==> src/rtl/core/plsu_pkg.sv <==
package plsu_pkg;

   // fixed field widths of the request and response ports
   localparam int CMD_W       = 3;
   localparam int POS_W       = 5;
   localparam int VAL_W       = 32;
   localparam int CNT_OUT_W   = 5;

   localparam int DEFAULT_DEPTH = 16;
   localparam int DEFAULT_WIDTH = 32;

   typedef enum logic [CMD_W-1:0] {
      CMD_INSERT  = 3'd0,
      CMD_REMOVE  = 3'd1,
      CMD_READ    = 3'd2,
      CMD_REPLACE = 3'd3,
      CMD_CLEAR   = 3'd4
   } cmd_type;

   // broadcast to every cell of the row
   typedef struct packed {
      logic shift_up;    // cells above the index take their lower neighbor
      logic shift_down;  // cells at or above the index take their upper neighbor
      logic load;        // cell at the index takes the write value
   } cell_ctrl_type;

endpackage

==> src/rtl/core/positional_list_store_unit.sv <==
// Positional list store: an ordered list of up to DEPTH entries addressed by
// 1-based position, held in a row of cells that all shift in one cycle.
// Request channel: start with req_cmd, req_position and req_entry_value; a
// request is taken at a clock edge where start is high and busy is low.
// Commands: insert, remove, read, replace, clear. A bad position, a full list
// on insert or an unknown command gives rsp_ok low and leaves the list as is.
// Response channel: rsp_strobe is high for exactly one cycle, the cycle after
// the request is taken, with rsp_ok, rsp_read_value (nonzero only for a
// successful read), rsp_item_count and rsp_is_empty after the command.
// Latency is one cycle and a new request may be taken every cycle: the whole
// operation is a single update of the cell row plus the response register.
// The receiver cannot stall; the response is simply presented for one cycle.
// Reset empties the list and holds busy high until the cycle after reset
// is released. Entry contents are not cleared; unreached entries never show.
module positional_list_store_unit #(
   parameter int DEPTH = plsu_pkg::DEFAULT_DEPTH,
   parameter int WIDTH = plsu_pkg::DEFAULT_WIDTH
) (
   input  logic                           clock,
   input  logic                           reset,
   input  logic                           start,
   output logic                           busy,
   input  logic [plsu_pkg::CMD_W-1:0]     req_cmd,
   input  logic [plsu_pkg::POS_W-1:0]     req_position,
   input  logic [plsu_pkg::VAL_W-1:0]     req_entry_value,
   output logic                           rsp_strobe,
   output logic                           rsp_ok,
   output logic [plsu_pkg::VAL_W-1:0]     rsp_read_value,
   output logic [plsu_pkg::CNT_OUT_W-1:0] rsp_item_count,
   output logic                           rsp_is_empty
);
   import plsu_pkg::*;

   localparam int CNT_W = $clog2(DEPTH + 1);
   localparam int IDX_W = $clog2(DEPTH);
   localparam int CMP_W = (CNT_W > POS_W) ? CNT_W : POS_W;

   logic               busy_ff;
   logic [CNT_W-1:0]   count_ff;
   logic [CNT_W-1:0]   count_in;
   logic               rsp_strobe_ff;
   logic               rsp_ok_ff;
   logic               rsp_ok_in;
   logic [VAL_W-1:0]   rsp_read_value_ff;
   logic [VAL_W-1:0]   rsp_read_value_in;

   logic               accept;
   logic [CMP_W-1:0]   pos_ext;
   logic [CMP_W-1:0]   cnt_ext;
   logic               in_range;
   logic               insert_ok;
   logic [IDX_W-1:0]   idx;
   logic [WIDTH-1:0]   wr_value;
   logic [63:0]        wr_wide;
   logic [WIDTH-1:0]   rd_mux;
   logic [63:0]        rd_wide;
   cell_ctrl_type      ctrl;

   logic [WIDTH-1:0]   cell_value [DEPTH];
   logic [WIDTH-1:0]   cell_rd    [DEPTH];

   assign accept   = start && !busy_ff;
   assign pos_ext  = CMP_W'(req_position);
   assign cnt_ext  = CMP_W'(count_ff);
   assign in_range = (pos_ext != '0) && (pos_ext <= cnt_ext);
   assign insert_ok = (pos_ext != '0)
                   && ({1'b0, pos_ext} <= ({1'b0, cnt_ext} + (CMP_W+1)'(1)))
                   && (count_ff < CNT_W'(DEPTH));
   assign idx      = IDX_W'(pos_ext - CMP_W'(1));
   assign wr_wide  = 64'(req_entry_value);
   assign wr_value = wr_wide[WIDTH-1:0];

   // per-command decode: cell controls, next count, response fields
   always_comb begin
      ctrl              = '0;
      count_in          = count_ff;
      rsp_ok_in         = 1'b0;
      rsp_read_value_in = '0;
      if (accept) begin
         unique case (req_cmd)
            CMD_INSERT: begin
               if (insert_ok) begin
                  ctrl.shift_up = 1'b1;
                  ctrl.load     = 1'b1;
                  count_in      = count_ff + CNT_W'(1);
                  rsp_ok_in     = 1'b1;
               end
            end
            CMD_REMOVE: begin
               if (in_range) begin
                  ctrl.shift_down = 1'b1;
                  count_in        = count_ff - CNT_W'(1);
                  rsp_ok_in       = 1'b1;
               end
            end
            CMD_READ: begin
               if (in_range) begin
                  rsp_read_value_in = rd_wide[VAL_W-1:0];
                  rsp_ok_in         = 1'b1;
               end
            end
            CMD_REPLACE: begin
               if (in_range) begin
                  ctrl.load = 1'b1;
                  rsp_ok_in = 1'b1;
               end
            end
            CMD_CLEAR: begin
               count_in  = '0;
               rsp_ok_in = 1'b1;
            end
            default: begin
               rsp_ok_in = 1'b0;
            end
         endcase
      end
   end

   for (genvar g = 0; g < DEPTH; g++) begin : g_cell
      logic [WIDTH-1:0] prev_value;
      logic [WIDTH-1:0] next_value;
      if (g == 0) begin : g_first
         assign prev_value = cell_value[g];
      end else begin : g_mid_lo
         assign prev_value = cell_value[g-1];
      end
      if (g == DEPTH - 1) begin : g_last
         assign next_value = cell_value[g];
      end else begin : g_mid_hi
         assign next_value = cell_value[g+1];
      end
      plsu_cell #(
         .WIDTH      (WIDTH),
         .IDX_W      (IDX_W),
         .CELL_INDEX (g)
      ) u_cell (
         .clock      (clock),
         .ctrl       (ctrl),
         .idx        (idx),
         .wr_value   (wr_value),
         .prev_value (prev_value),
         .next_value (next_value),
         .value      (cell_value[g]),
         .rd_value   (cell_rd[g])
      );
   end

   // only the addressed cell drives a nonzero value
   always_comb begin
      rd_mux = '0;
      for (int i = 0; i < DEPTH; i++) begin
         rd_mux = rd_mux | cell_rd[i];
      end
   end
   assign rd_wide = 64'(rd_mux);

   always_ff @(posedge clock) begin
      if (reset) begin
         busy_ff       <= 1'b1;
         count_ff      <= '0;
         rsp_strobe_ff <= 1'b0;
      end else begin
         busy_ff       <= 1'b0;
         count_ff      <= count_in;
         rsp_strobe_ff <= accept;
      end
   end

   always_ff @(posedge clock) begin
      rsp_ok_ff         <= rsp_ok_in;
      rsp_read_value_ff <= rsp_read_value_in;
   end

   assign busy           = busy_ff;
   assign rsp_strobe     = rsp_strobe_ff;
   assign rsp_ok         = rsp_ok_ff;
   assign rsp_read_value = rsp_read_value_ff;
   assign rsp_item_count = CNT_OUT_W'(count_ff);
   assign rsp_is_empty   = (count_ff == '0);

`ifndef SYNTHESIS
   a_rsp_follows_req: assert property (@(posedge clock) disable iff (reset)
      accept |=> rsp_strobe)
      else $error("response strobe missing after request");

   a_count_bound: assert property (@(posedge clock) disable iff (reset)
      count_ff <= CNT_W'(DEPTH))
      else $error("entry count above depth");

   a_insert_grows: assert property (@(posedge clock) disable iff (reset)
      (accept && (req_cmd == CMD_INSERT) && insert_ok)
      |=> (count_ff == $past(count_ff) + CNT_W'(1)))
      else $error("insert did not grow the list");

   a_no_req_no_change: assert property (@(posedge clock) disable iff (reset)
      !accept |=> ($stable(count_ff) && !rsp_strobe))
      else $error("list changed without a request");
`endif

endmodule

==> src/rtl/core/plsu_cell.sv <==
module plsu_cell #(
   parameter int WIDTH      = 32,
   parameter int IDX_W      = 4,
   parameter int CELL_INDEX = 0
) (
   input  logic                    clock,
   input  plsu_pkg::cell_ctrl_type ctrl,
   input  logic [IDX_W-1:0]        idx,
   input  logic [WIDTH-1:0]        wr_value,
   input  logic [WIDTH-1:0]        prev_value,
   input  logic [WIDTH-1:0]        next_value,
   output logic [WIDTH-1:0]        value,
   output logic [WIDTH-1:0]        rd_value
);
   import plsu_pkg::*;

   localparam logic [IDX_W-1:0] MY_IDX = IDX_W'(CELL_INDEX);

   logic [WIDTH-1:0] value_ff;
   logic [WIDTH-1:0] value_in;
   logic             at_idx;
   logic             above_idx;

   assign at_idx    = (idx == MY_IDX);
   assign above_idx = (MY_IDX > idx);

   always_comb begin
      priority if (ctrl.load && at_idx) begin
         value_in = wr_value;
      end else if (ctrl.shift_up && above_idx) begin
         value_in = prev_value;
      end else if (ctrl.shift_down && (above_idx || at_idx)) begin
         value_in = next_value;
      end else begin
         value_in = value_ff;
      end
   end

   always_ff @(posedge clock) begin
      value_ff <= value_in;
   end

   assign value    = value_ff;
   assign rd_value = at_idx ? value_ff : '0;

endmodule
==> config.mk <==
export PLATFORM = sky130hd
export DESIGN_NAME = positional_list_store_unit
export DESIGN_NICKNAME = d
export VERILOG_FILES = /design/src/rtl/core/plsu_pkg.sv /design/src/rtl/core/positional_list_store_unit.sv /design/src/rtl/core/plsu_cell.sv
export SDC_FILE = /design/constraint.sdc
export NUM_CORES = 1
export LEC_CHECK = 0
export BUFFER_PORTS_ARGS = -buffer_cell sky130_fd_sc_hd__clkbuf_2
export CAP_MARGIN = 10
export CORE_MARGIN = 2
export CORE_UTILIZATION = 40
export CTS_CLUSTER_DIAMETER = 40
export CTS_CLUSTER_SIZE = 12
export DETAILED_ROUTE_END_ITERATION = 10
export PLACE_DENSITY = 0.51
export SLEW_MARGIN = 15
export SYNTH_ARGS = -nofsm -noshare
export SYNTH_HDL_FRONTEND = slang
export SYNTH_HIERARCHICAL = 1
export SYNTH_SLANG_ARGS = --single-unit
export TNS_END_PERCENT = 10
==> constraint.sdc <==
create_clock -name clock -period 19.1 [get_ports clock]
set_input_delay 0 -clock clock [delete_from_list [all_inputs] [get_ports clock]]
set_output_delay 0 -clock clock [all_outputs]
set_load 0.02 [all_outputs]
== Word level (Yosys, flattened, before mapping) ==
Cells that the tools add are included.

* $add $sub $neg: 4
* Order comparisons: 19
* Divide/modulo/power cells: 0
* Equal/unequal tests: 22
* Reduce and logical (&&, ||, !) cells: 92
* Multipliers: 0
* Mux-type cells: 74
* Bitwise logic cells: 15
* Shift-type cells: 0

{| class="wikitable"
|+ Operator list
! cell !! number
|-
| 2-to-1 mux 32 bit || 63
|-
| bitwise OR 32 bit || 15
|-
| logical AND 1 bit || 51
|-
| nonzero test 3 bit || 15
|-
| == test 4 bit, second input constant || 8
|-
| greater-than comparator 4 bit, first input constant || 8
|-
| == test 4 x 3 -> 1 bit, second input constant || 4
|-
| greater-than comparator 3 x 4 -> 1 bit, first input constant || 4
|-
| logical OR 1 bit || 15
|-
| one-hot mux 5 bit (3 select lines) || 1
|-
| 2-to-1 mux 5 bit || 2
|-
| == test 4 x 2 -> 1 bit, second input constant || 2
|-
| greater-than comparator 1 x 4 -> 1 bit, first input constant || 2
|-
| greater-than comparator 2 x 4 -> 1 bit, first input constant || 2
|-
| adder 5 x 1 -> 6 bit, second input constant || 1
|-
| == test 3 x 2 -> 1 bit, second input constant || 2
|-
| less-or-equal comparator 5 x 6 -> 1 bit || 1
|-
| adder 5 x 1 -> 5 bit, second input constant || 1
|-
| less-or-equal comparator 5 bit || 1
|-
| zero test 5 bit || 1
|-
| less-than comparator 5 bit, second input constant || 1
|-
| 2-to-1 mux 1 bit || 5
|-
| nonzero test 5 bit || 1
|-
| subtractor 5 x 1 -> 5 bit, second input constant || 1
|-
| 17 further kinds || 19
|}

* Memory bits (read-only): 0
* Latch bits: 0
* Flip-flop bits (word level): 552
* Memory bits (writable): 0
* Logic and storage cells: 247
* Memories kept: 0

== Logic depth before layout (Yosys ltp) ==
* Depth in word-level cells: 18
* Gate-level depth with buffers: 14
* Depth with buffers taken out: 13

== By module ==
Netlist, hierarchy kept.

{| class="wikitable"
|+ By module, submodules not included
! module !! times used !! area an instance (um^2) !! cells an instance
|-
| positional_list_store_unit || 1 || 2775.2 || 338
|-
| plsu_cell (g_cell[14].u_cell) || 1 || 2205.9 || 194
|-
| plsu_cell (g_cell[4].u_cell) || 1 || 2203.4 || 184
|-
| plsu_cell (g_cell[10].u_cell) || 1 || 2198.4 || 195
|-
| plsu_cell (g_cell[11].u_cell) || 1 || 2185.8 || 226
|-
| plsu_cell (g_cell[1].u_cell) || 1 || 2124.5 || 195
|-
| plsu_cell (g_cell[3].u_cell) || 1 || 2113.3 || 195
|-
| plsu_cell (g_cell[2].u_cell) || 1 || 2084.5 || 183
|-
| plsu_cell (g_cell[6].u_cell) || 1 || 2082.0 || 229
|-
| plsu_cell (g_cell[8].u_cell) || 1 || 2048.2 || 184
|-
| plsu_cell (g_cell[5].u_cell) || 1 || 1903.1 || 153
|-
| plsu_cell (g_cell[15].u_cell) || 1 || 1895.6 || 149
|-
| plsu_cell (g_cell[12].u_cell) || 1 || 1883.1 || 147
|-
| plsu_cell (g_cell[7].u_cell) || 1 || 1881.8 || 152
|-
| +3 rows || -- || -- || --
|}

== Least setup slack after synthesis ==
Ideal clock, no wire load.

* Path type: register to register
* Start point: register count_ff[0], in the netlist rsp_item_count[0]
* End point: register g_cell[2].u_cell.value_ff[0], enable pin
* Stages on the path, launching flop included: 14
* Arrival time: 10.038 ns
* Clock period less this slack: 10.632 ns
* Slack: 8.468 ns
* Path through: dfxtp_1 > ha_1 > nand3_1 > xnor2_1 > ha_1 > and3_1 > and3_1 > a21oi_1 > nor3_1 > a2bb2oi_1 > nor3_1 > clkbuf_1 > o21bai_1 > a2111oi_0

{| class="wikitable"
|+ RTL lines
! what !! RTL line !! text
|-
| from (decl) || positional_list_store_unit.sv:39 || <nowiki>logic [CNT_W-1:0] count_ff;</nowiki>
|-
| from (signal assigned) || positional_list_store_unit.sv:164 || <nowiki>count_ff <= count_in;</nowiki>
|-
| to (signal assigned) || plsu_cell.sv:40 || <nowiki>value_ff <= value_in;</nowiki>
|-
| to (decl) || plsu_cell.sv:19 || <nowiki>logic [WIDTH-1:0] value_ff;</nowiki>
|}

==> results by stage <==
Run status:
- The run finished with clean final reports.

Timing:
- The final number of max-transition violations is 0.
- The minimum clock period after layout is 6.19 ns.
- In the finished design, the share of the clock period the worst path needs comes to 32.4%.
- Setup repair after global routing left no endpoint under its margin.
- For the final database, setup skew stands at 0.0294 ns.
- Static timing analysis puts the maximum clock frequency at 162 MHz.
- The hold violation count in the final report is 0.
- The actual slew at the worst max-slew pin is 1.30 ns.
- Adding up every negative setup slack in the final design gives 0 ns.
- The worst pin sits at a relative slew slack of 13.3%.
- The final-report setup violation count is 0.

Power and ir drop:
- In this run the power density over the cells is 92.9 nW/µm².
- Of the total power, registers draw 35.7%.
- For this design the static power due to leakage is 0.0142 µW.
- Combinational logic is responsible for 7.2% of the overall power.
- The worst-case IR drop observed on VDD is 0.0631 mV.
- Cell internal power was estimated by the tool at 2800 µW.
- The analysis attributes to net switching a power of 928 µW.
- Of the total power, the clock network draws 57.1%.
- In this run switching power makes up 24.9% of total power.

Yosys:
- In this run the mean area of a mapped cell was 11.2 µm².
- Summing the areas of all compound-gate instances in the mapped netlist gives 20.4% of the synthesized area.
- Synthesis produced a netlist whose cell count is 3132.
- After synthesis, the cell types taking the most area are sky130_fd_sc_hd__edfxtp_1 (44%), sky130_fd_sc_hd__and2_1 (9.6%), sky130_fd_sc_hd__a221o_1 (3.6%), sky130_fd_sc_hd__buf_6 (2.9%), sky130_fd_sc_hd__mux2i_1 (2.9%).
- The async set or reset register ratio after synthesis is 0%.
- The most common cell in the synthesized netlist is sky130_fd_sc_hd__and2_1.
- The adder-cell share of the synthesized area is 0.665%.
- Synthesis inferred 552 register bits.
- The synthesized design devotes to its leading area cell type 43.9% of total area.
- The distinct cell type count after synthesis is 88.
- The cell type contributing the most total cell area after synthesis is sky130_fd_sc_hd__edfxtp_1.
- The synthesized netlist occupies a cell area of 35000 µm².
- The multiplexer share of the synthesized area is 4.28%.
- The number of nets in the synthesized netlist is 3193.
- The share of the Yosys chip area taken by registers is 46.2%.
- Counting instances in the post-synthesis netlist gives the leading cell types as sky130_fd_sc_hd__and2_1 (539), sky130_fd_sc_hd__edfxtp_1 (512), sky130_fd_sc_hd__and3_1 (152).
- During synthesis, Yosys emitted a total of 6 warnings.
- The area share of and/or/nand/nor cells after synthesis is 21.7%.
- The most used flip-flop cell after synthesis is sky130_fd_sc_hd__edfxtp_1.
- The fraction of synthesized cell area in xor and xnor cells is 0.225%.
- The synthesized design contains 512 enable-type register cells.
- The main combinational cell family by area after synthesis is simple AND/OR/NAND/NOR gates.

Floorplanning:
- The top-level port count is 84.
- The initial utilization of the core area, before any placement, comes to 40.4%.
- The full die area is 89900 µm².
- The region available for standard cell placement spans 86800 µm².
- Measured along the y axis, the die boundary spans 300 µm.
- In this run the core area contains 108 standard-cell rows.
- The floorplan step set the die width to 300 µm.

Routing:
- The count of nets left with antenna violations once routing finished came out at 0.
- Summed over all nets, wire length on met3 after detailed routing comes to 15.1 mm.
- The average via count per standard cell is 6.83.
- For this block, the routed nets add up to 147 mm of wire.
- The detailed router used layers up to and including met5.
- The starting DRC count in detailed routing is 3868.
- The length of routed met2 wiring is 64.3 mm.
- In the final routed layout, each cell accounts on average for 33.4 µm.
- The detailed-routing iteration count for the pre-antenna-repair pass is 6.
- In the routed design, unresolved DRC markers number 0.
- The via count is 30000.
- For this block, wires on met1 add up to 60.9 mm.

Cells and area:
- The number of diodes is 0.
- The post-layout net count is 3195.
- Counting the fill cells in the layout gives 7909.
- The final core utilization is 46.2%.
- The post-route netlist has 17.4% of its cells at a drive strength greater than 1.
- Compared with the post-synthesis result, the final layout area differs by 14.4%.

Global routing:
- For this run the aggregate overflow at the end of global routing stands at 0.
- The initial antenna violation count is 5.
- The global-route wire length before repair is 212 mm.
- The maximum number of pins on one net before global-route repair is 148.
- The global-route usage over all layers is 31.9%.
- The number of global-route vias before repair is 29900.

CTS:
- The clock net in this run drives a total of 552 sinks.
- The later-pin clock latency in the skew report is 0.70 ns.
- The clock passes through at most 3 buffers.
- The clock slew at the register clock pins of the worst setup and hold paths is 0.05 ns.
- The tree is rooted in a sky130_fd_sc_hd__clkbuf_16.
- TritonCTS built the clock tree.
- Buffers added to address setup during post-CTS repair amount to 0.
- The H-tree generated during clock tree synthesis spans 3 levels.
- In this run, CTS created clock tree buffers numbering 115.

Placed design:
- Detailed placement ended at an HPWL of 79.4 mm.
- At the end of routability-driven placement, the weighted congestion stood at 0.828.
- The count of input and output buffers is 83.

Critical path:
- The signal on the critical path passes through ha_1 -> nand3_1 -> xnor2_1 -> ha_1 -> and3_1 -> and3_1 -> a21oi_1 -> nor3_1 -> a2bb2oi_1 -> nor3_2 -> buf_12 -> buf_4 -> buf_4 -> and2_4 -> nand3b_1 -> buf_4.
- The peak per-stage delay on the critical path is 0.70 ns.
- The slowest library cell on the worst path is sky130_fd_sc_hd__buf_4.
- The endpoint class of the critical path is a flop.
- The worst setup path is of the reg2reg kind.
- The most numerous cell type found on the critical path is sky130_fd_sc_hd__buf_4.
- For the worst setup path, the data arrival time is 6.52 ns.
- The required time at the endpoint of the critical path is 19.44 ns.
- The startpoint type of the worst setup path is a flop.
- The worst-case register-to-register setup slack is 12.91 ns.
- The worst-path maximum fanout is 138.

Run:
- The number of max-cap violations is 0.

Min path:
- The path type of the worst min-delay path is in2reg.
-- what timing repair did --
action,4_1_cts,5_1_grt
endpoints found under the hold margin,336,0
hold buffers,39,0
setup endpoints to repair,0,0
gates resized for setup,0,0
-- cell families after synthesis --
group | count (synthesis)
buffers and inverters | 339
AND/OR/NAND/NOR | 1226
AO/OA/AOI/OAI | 854
adder cells (fa/ha/maj) | 18
flip-flops | 552
multiplexers | 134
XOR/XNOR | 9
-- final cells by class --
type | instances | area (µm²) | share of cell area (%)
clock buffers | 133 | 3110 | 7.77
flip-flops and latches | 552 | 16200 | 40.4
well taps | 1155 | 1450 | 3.61
multi-input cells | 2241 | 16800 | 42.0
repair buffers | 207 | 1490 | 3.73
clock inverters | 85 | 965 | 2.41
inverters | 17 | 63.8 | 0.159
-- metal layers --
layer,GRT usage [%],vias to the layer above
met3,6.57,394
met4,14.1,8
met2,48.0,2098
li1,-,12400
met1,44.2,15100
met5,0,-
-- per-stage QoR --
stage	worst slack [ns]	hold WS [ns]	area, µm²	cells	power [µW]
floorplan	8.47	0.0277	35000	3132	1490
global placement	13.03	0.284	35600	4132	1600
detailed placement	13.04	0.289	35600	4132	1610
CTS	12.99	0.0745	40000	4389	3730
global route	12.61	0.139	40100	4390	3810
finish	12.91	0.114	40100	4390	3720
-- worst paths after layout --
kind,start,to,cells past startpoint
worst max-delay path,rsp_item_count[0],g_cell[8].u_cell/value[0],16
worst min-delay path,reset,busy,2
worst max register to register,rsp_item_count[0],g_cell[8].u_cell/value[0],16
worst min register to register,rsp_item_count[3],rsp_item_count[3],2
-- registers in the layout, indices dropped and copies added (netlist names) --
signal	count
g_cell.u_cell/value	512
rsp_item_count	5
busy	1
rsp_ok	1
rsp_read_value	32
rsp_strobe	1
-- cell usage in the layout, fill, tap and decap left out, types with 37 or more instances in the layout --
cell type                       netlist  layout
sky130_fd_sc_hd__a21boi_0            64      64
sky130_fd_sc_hd__nand2b_1            41      39
sky130_fd_sc_hd__dfxtp_1             40      40
sky130_fd_sc_hd__buf_4               19      81
sky130_fd_sc_hd__a2bb2oi_1           59      59
sky130_fd_sc_hd__o22a_1              65      64
sky130_fd_sc_hd__nor3_1              38      37
sky130_fd_sc_hd__o221a_1             61      61
sky130_fd_sc_hd__a21oi_1             39      39
sky130_fd_sc_hd__a221o_1            127     126
sky130_fd_sc_hd__and2_1             539     536
sky130_fd_sc_hd__mux2i_1            100     100
sky130_fd_sc_hd__clkbuf_16            0     120
sky130_fd_sc_hd__a32oi_1             65      65
sky130_fd_sc_hd__edfxtp_1           512     512
sky130_fd_sc_hd__nand3_1            135     133
sky130_fd_sc_hd__o21ai_2             61      61
sky130_fd_sc_hd__nor4_1             129     128
sky130_fd_sc_hd__clkbuf_2            26      83
sky130_fd_sc_hd__nand2_1             51      44
sky130_fd_sc_hd__o21ai_0            120     119
sky130_fd_sc_hd__a32o_1              64      64
sky130_fd_sc_hd__dlygate4sd3_1        0      39
sky130_fd_sc_hd__and3_1             152     150
-- critical path, delay by kind of cell (launching register included) --
kind / cells / cell delay (ns)
compound gates: 2 / 0.18
xor+xnor: 1 / 0.15
fa+ha+maj: 2 / 0.53
buf+inv: 4 / 2.35
flops: 1 / 0.50
simple gates: 7 / 1.93
-- power groups by stage --
stage | clock network (µW) | logic, µW | registers, µW
detailed placement | 0 | 253 | 1350
global route | 2200 | 275 | 1330
finish | 2130 | 267 | 1330
CTS | 2140 | 260 | 1330
global placement | 0 | 250 | 1350
floorplan | 0 | 141 | 1350
Power figures use the tool's default switching activity.
